--- src/rtl/core/tts_pkg.sv ---
// ----------------------------------------------------------------------------
// tts_pkg
// Shared constants, command codes and control structs of the text terminal.
// ----------------------------------------------------------------------------
package tts_pkg;

  // Screen geometry
  localparam int COLUMNS    = 80;
  localparam int ROWS       = 25;
  localparam int CELL_COUNT = ROWS * COLUMNS;
  localparam int SCROLL_LEN = CELL_COUNT - COLUMNS;
  localparam int ADDR_W     = $clog2(CELL_COUNT);

  // Fixed field widths
  localparam int ROW_W  = 5;
  localparam int COL_W  = 7;
  localparam int CHAR_W = 8;
  localparam int CELL_W = 16;

  // Character and attribute constants
  localparam logic [CHAR_W-1:0] CHAR_NEWLINE = 8'h0A;
  localparam logic [CHAR_W-1:0] CHAR_SPACE   = 8'h20;
  localparam logic [CHAR_W-1:0] COLOR_RESET  = 8'h07;
  localparam logic [CELL_W-1:0] BLANK_CELL   = {COLOR_RESET, CHAR_SPACE};

  // Datapath operation codes
  localparam logic [2:0] OP_IDLE   = 3'd0;
  localparam logic [2:0] OP_CLEAR  = 3'd1;
  localparam logic [2:0] OP_COPY   = 3'd2;
  localparam logic [2:0] OP_FILL   = 3'd3;
  localparam logic [2:0] OP_FINISH = 3'd4;

  typedef struct packed {
    logic       accept;   // input transaction taken this cycle
    logic [2:0] op;       // datapath operation
    logic       cnt_clr;  // restart the sweep counter
  } cmd_t;

  typedef struct packed {
    logic need_scroll;  // the accepted put pushes the cursor past the last row
    logic cnt_last;     // sweep counter on the last step of the current op
    logic out_free;     // output register can take a result this cycle
  } status_t;

endpackage

--- src/rtl/core/tts_ctrl.sv ---
// ----------------------------------------------------------------------------
// tts_ctrl
// Sequencer: screen clear, item acceptance, scroll copy and fill, result hand-off.
// ----------------------------------------------------------------------------
module tts_ctrl (
  input  logic             clk,
  input  logic             rst_n,
  input  logic             in_valid,
  output logic             in_stall,
  input  tts_pkg::status_t status,
  output tts_pkg::cmd_t    cmd
);

  localparam logic [2:0] S_CLEAR  = 3'd0;
  localparam logic [2:0] S_IDLE   = 3'd1;
  localparam logic [2:0] S_COPY   = 3'd2;
  localparam logic [2:0] S_FILL   = 3'd3;
  localparam logic [2:0] S_FINISH = 3'd4;

  logic [2:0] state_r;
  logic [2:0] state_nxt;

  always_comb begin
    state_nxt   = state_r;
    cmd.accept  = 1'b0;
    cmd.op      = tts_pkg::OP_IDLE;
    cmd.cnt_clr = 1'b0;
    in_stall    = 1'b1;
    unique case (state_r)
      S_CLEAR: begin
        cmd.op = tts_pkg::OP_CLEAR;
        if (status.cnt_last) begin
          cmd.cnt_clr = 1'b1;
          state_nxt   = S_IDLE;
        end
      end
      S_IDLE: begin
        in_stall   = 1'b0;
        cmd.accept = in_valid;
        if (in_valid) begin
          state_nxt = status.need_scroll ? S_COPY : S_FINISH;
        end
      end
      S_COPY: begin
        cmd.op = tts_pkg::OP_COPY;
        if (status.cnt_last) begin
          cmd.cnt_clr = 1'b1;
          state_nxt   = S_FILL;
        end
      end
      S_FILL: begin
        cmd.op = tts_pkg::OP_FILL;
        if (status.cnt_last) begin
          cmd.cnt_clr = 1'b1;
          state_nxt   = S_FINISH;
        end
      end
      S_FINISH: begin
        cmd.op = tts_pkg::OP_FINISH;
        if (status.out_free) begin
          state_nxt = S_IDLE;
        end
      end
      default: begin
        state_nxt = S_CLEAR;
      end
    endcase
  end

  always_ff @(posedge clk) begin
    if (!rst_n) begin
      state_r <= S_CLEAR;
    end else begin
      state_r <= state_nxt;
    end
  end

endmodule

--- config.mk ---
export PLATFORM = sky130hd
export DESIGN_NAME = tts_ctrl
export DESIGN_NICKNAME = d
export VERILOG_FILES = /design/src/rtl/core/tts_pkg.sv /design/src/rtl/core/tts_ctrl.sv
export SDC_FILE = /design/constraint.sdc
export NUM_CORES = 1
export LEC_CHECK = 0
export BUFFER_PORTS_ARGS = -buffer_cell sky130_fd_sc_hd__buf_4
export CAP_MARGIN = 20
export CORE_AREA = 2 2 39 41
export CTS_CLUSTER_DIAMETER = 120
export DETAILED_ROUTE_END_ITERATION = 16
export DIE_AREA = 0 0 41 43
export RECOVER_POWER = 25
export SETUP_SLACK_MARGIN = 0.1
export SYNTH_ARGS = -nofsm -noshare
export SYNTH_HDL_FRONTEND = slang
export SYNTH_SLANG_ARGS = --single-unit
--- constraint.sdc ---
create_clock -name clk -period 2.45 [get_ports clk]
set_input_delay 0.3675 -clock clk [delete_from_list [all_inputs] [get_ports clk]]
set_output_delay 0.3675 -clock clk [all_outputs]
set_load 0.02 [all_outputs]
Yosys cells after proc, flatten, opt, wreduce, memory -nomap -nowiden. Cells that the tools add are included.

Register bits after elaboration: 3. Bits in latches: 0. Memory bits (writable): 0. ROM bits: 0. Bits of input ports: 6. Output and inout port bits: 6. Logic and storage cells: 25. Memories: 0.

$add $sub $neg: 0. $mul: 0. Divide/modulo/power cells: 0. Order comparisons: 0. Equality and inequality tests: 9. Shift-type cells: 0. Mux-type cells: 12. Bitwise operators: 0. Reductions and logical operators: 3.

Operators by type and width (count): $mux 3 (6); $pmux 3 s5 (1); $pmux 3 s4 (1); $ne 2x2->1 const B (5); $eq 3x2->1 const B (2); $reduce_and 5->1 (1); $mux 1 (4); $eq 3x1->1 const B (1); $eq 3x3->1 const B (1); $logic_not 3->1 (1); $reduce_or 3->1 (1).

Longest topological paths before layout.
Depth after elaboration: 3. Gate-level depth with buffers: 3. Mapped depth without buffers: 3.

Worst setup path before layout. No wires, ideal clock.

Path type: reg2out. Start point: register state_r[1]. End point: output port cmd[0] in the netlist's numbering. Arrival time: 1.025 ns. Data required time: 2.082 ns. Slack: 1.058 ns. Cell stages (with the launch flop): 3. Buffers on the path: 0. Cells stage by stage: dfxtp_1 > nor2b_1 > nor3b_1.

RTL lines: start, declared (RTL line tts_ctrl.sv:20) `logic [2:0] state_r;`; start signal, assigned (RTL line tts_ctrl.sv:74) `state_r <= state_nxt;`; end, declared (RTL line tts_ctrl.sv:11) `output tts_pkg::cmd_t cmd`.

Final worst setup path.
Start point: register state_r[0]. End point: output port in_stall.

Word-level cells in the longest chain between the ends: 2.

Ends and longest elaborated chain: $eq 3x1->1 (RTL line tts_ctrl.sv:29) `unique case (state_r)`; $mux 1 (RTL line tts_ctrl.sv:29); end, declared (RTL line tts_ctrl.sv:9) `output logic in_stall,`.

Every way passes these cells.

==> reports/qor.txt <==
Status: finished clean
FFs w/ async S/R, synth: 0%
Htree depth: 1
Share of the synthesized area in the top cell type: 29.3%
Max-slew violations: 0
Share of layout cells above drive strength 1: 37.5%
Final Hold Vio Count: 0
Prevailing post-synth register cell: dfxtp_1
Number of global-route vias before repair: 216
CTS Buf Count: 3
Max-Cap Viols: 0
Tightest Pin Transition: 0.299 ns
Post-synth EDFFs: 0
Final setup viols: 0
Hold bufs inserted after CTS: 0
Clk_lat worst skew: 0.24 ns
Period minus WS final: 1.56 ns
CP Max Fanout: 7
DRC Markers: 0
Utilization after layout: 23.8%
Syn-to-layout area delta: 60.4%
Post-CTS setup buffer count: 0
Global Route Usage Sum: 7.82%
Initial antenna violation count: 0
ANT nets after route: 0
Critical Path AT: 1.19 ns
Clock root buffer: clkbuf_4
Number of port buffers: 11
Total Routed Length: 532 um
Synth Register Bits: 3
Pwr/cell area: 581 mW/mm^2
Clk pin slew, worst setup/hold paths: 0.04 ns
Flop-to-flop setup slack: 1.33 ns
Initial core utilization: 14.8%
Slew Limit Headroom: 80.0%
Die ar.: 0.00176 sq mm
Via count: 240
Drt pass-1 iters: 3
TNS Setup: 0 ns
Core box area: 0.00138 sq mm
Fin crit share: 63.7%
Fin Clk Skew: 0.00488 ns
Largest net degree at the start of global routing: 10
Worst hold path type: primary input to flop
Drt initial violations: 8
CP Capture Type: output pin
FMAX: 641 MHz
Antenna Cells: 0
RSZ-0062 raised after global routing: no
Total Nets Final: 47
Vias per inst: 4.29
Kind of start point of the critical path: flop
Synthesized instance count: 25
Largest Register: state_r
Syn_nets: 31
I/O pin count: 12
Total congestion overflow: 0
Synth cell types: 18
RePlAce Congestion: 0.717
Global-route wire length before repair: 834 um
Number of flip-flops under the largest register name: 3
Num Clock Sinks: 3
Sequential cell area fraction in the yosys report: 29.3%
Biggest regs: state_r (3)
Std-Cell Rows: 14
Mean Syn Cell Area: 8.21 sq um
Clock Tree Buf Depth: 2
Wire length per cell: 9.50 um
Warnings from Yosys: 0
Leak: 0.142 nW
Synth area leaders: dfxtp_1 29%, nor2b_1 9.1%, nor3b_2 6.1%
Die Wd: 41 um
Post-Syn Area: 205 sq um
Post-synth top cells: 3 x dfxtp_1, 3 x nor2_1, 3 x nor2b_1
Worst Path Required: 2.08 ns
Die Ht: 43 um
CTS tree: built
Synth area leader: dfxtp_1
Max VDD drop: 0.000145 V
Critical path type: flop to output pin
Post-cts sizing count: 0
critical path, cell delays in order (launching register included):
cell and delay, ns:
dfxtp_1 0.42, nand2b_1 0.15, or2_1 0.23, buf_4 0.15
metrics by stage:
step	power (W)	cells	area, sq um	hold WS [ns]	worst slack, ns
2_1_floorplan	0.0000820	25	205	0.484	1.06
3_3_place_gp	0.000103	52	308	0.536	1.14
3_5_place_dp	0.000104	52	308	0.527	1.14
4_1_cts	0.000195	56	334	0.370	0.876
5_1_grt	0.000204	56	329	0.397	0.793
6_report	0.000191	56	329	0.370	0.889
power by group:
group	switching (W)	internal (W)	total, W
clock	0.0000274	0.0000612	0.0000885
sequential	0.00000451	0.0000518	0.0000563
combinational	0.0000230	0.0000234	0.0000464
total	0.0000549	0.000136	0.000191
per-layer routing:
metal / wire [um] / GRT usage [%] / up-vias
met3: 55 / 3.14 / 2
met1: 243 / 9.27 / 107
met2: 219 / 8.75 / 11
met4: 13 / 10.0 / 0
met5: 0 / 0 / -
li1: - / - / 120
placed cells by master (no fill, tap or decap):
cell type  count
a21boi_1       1
a22oi_1        1
a31oi_1        1
and2b_2        1
buf_4         11
clkbuf_1       1
clkbuf_4       3
dfxtp_1        3
nand2_1        1
nand2b_1       1
nand3_1        1
nand3b_1       1
nor2_1         3
nor2b_1        3
nor3_1         2
nor3b_1        2
nor4bb_1       1
o31a_1         1
or2_1          1
or2b_1         1
final cells by class:
cell class                      instances  area [sq um]
Clock buffer                            4          26.3
Fill cell                             149          1050
Timing Repair Buffer                   11          82.6
Sequential cell                         3          60.1
Tap cell                               16          20.0
Multi-Input combinational cell         22           140
cell families (layout without fill, tap and decap cells):
| logic type | Yosys count | after routing | share of synthesized area, % |
|---|---|---|---|
| buf+inv | 0 | 15 | 0 |
| flops | 3 | 3 | 29.3 |
| compound gates | 4 | 4 | 14.6 |
| simple gates | 18 | 18 | 56.1 |
worst paths after layout:
| check | startpoint | end | depth (start not counted) |
|---|---|---|---|
| setup / recovery | state_r[0] | in_stall | 3 |
| setup reg to reg | state_r[2] | state_r[2] | 3 |
| hold reg to reg | state_r[2] | state_r[1] | 1 |
| hold / removal | rst_n | state_r[2] | 2 |
Note: power is estimated with default switching activity, not from simulation.
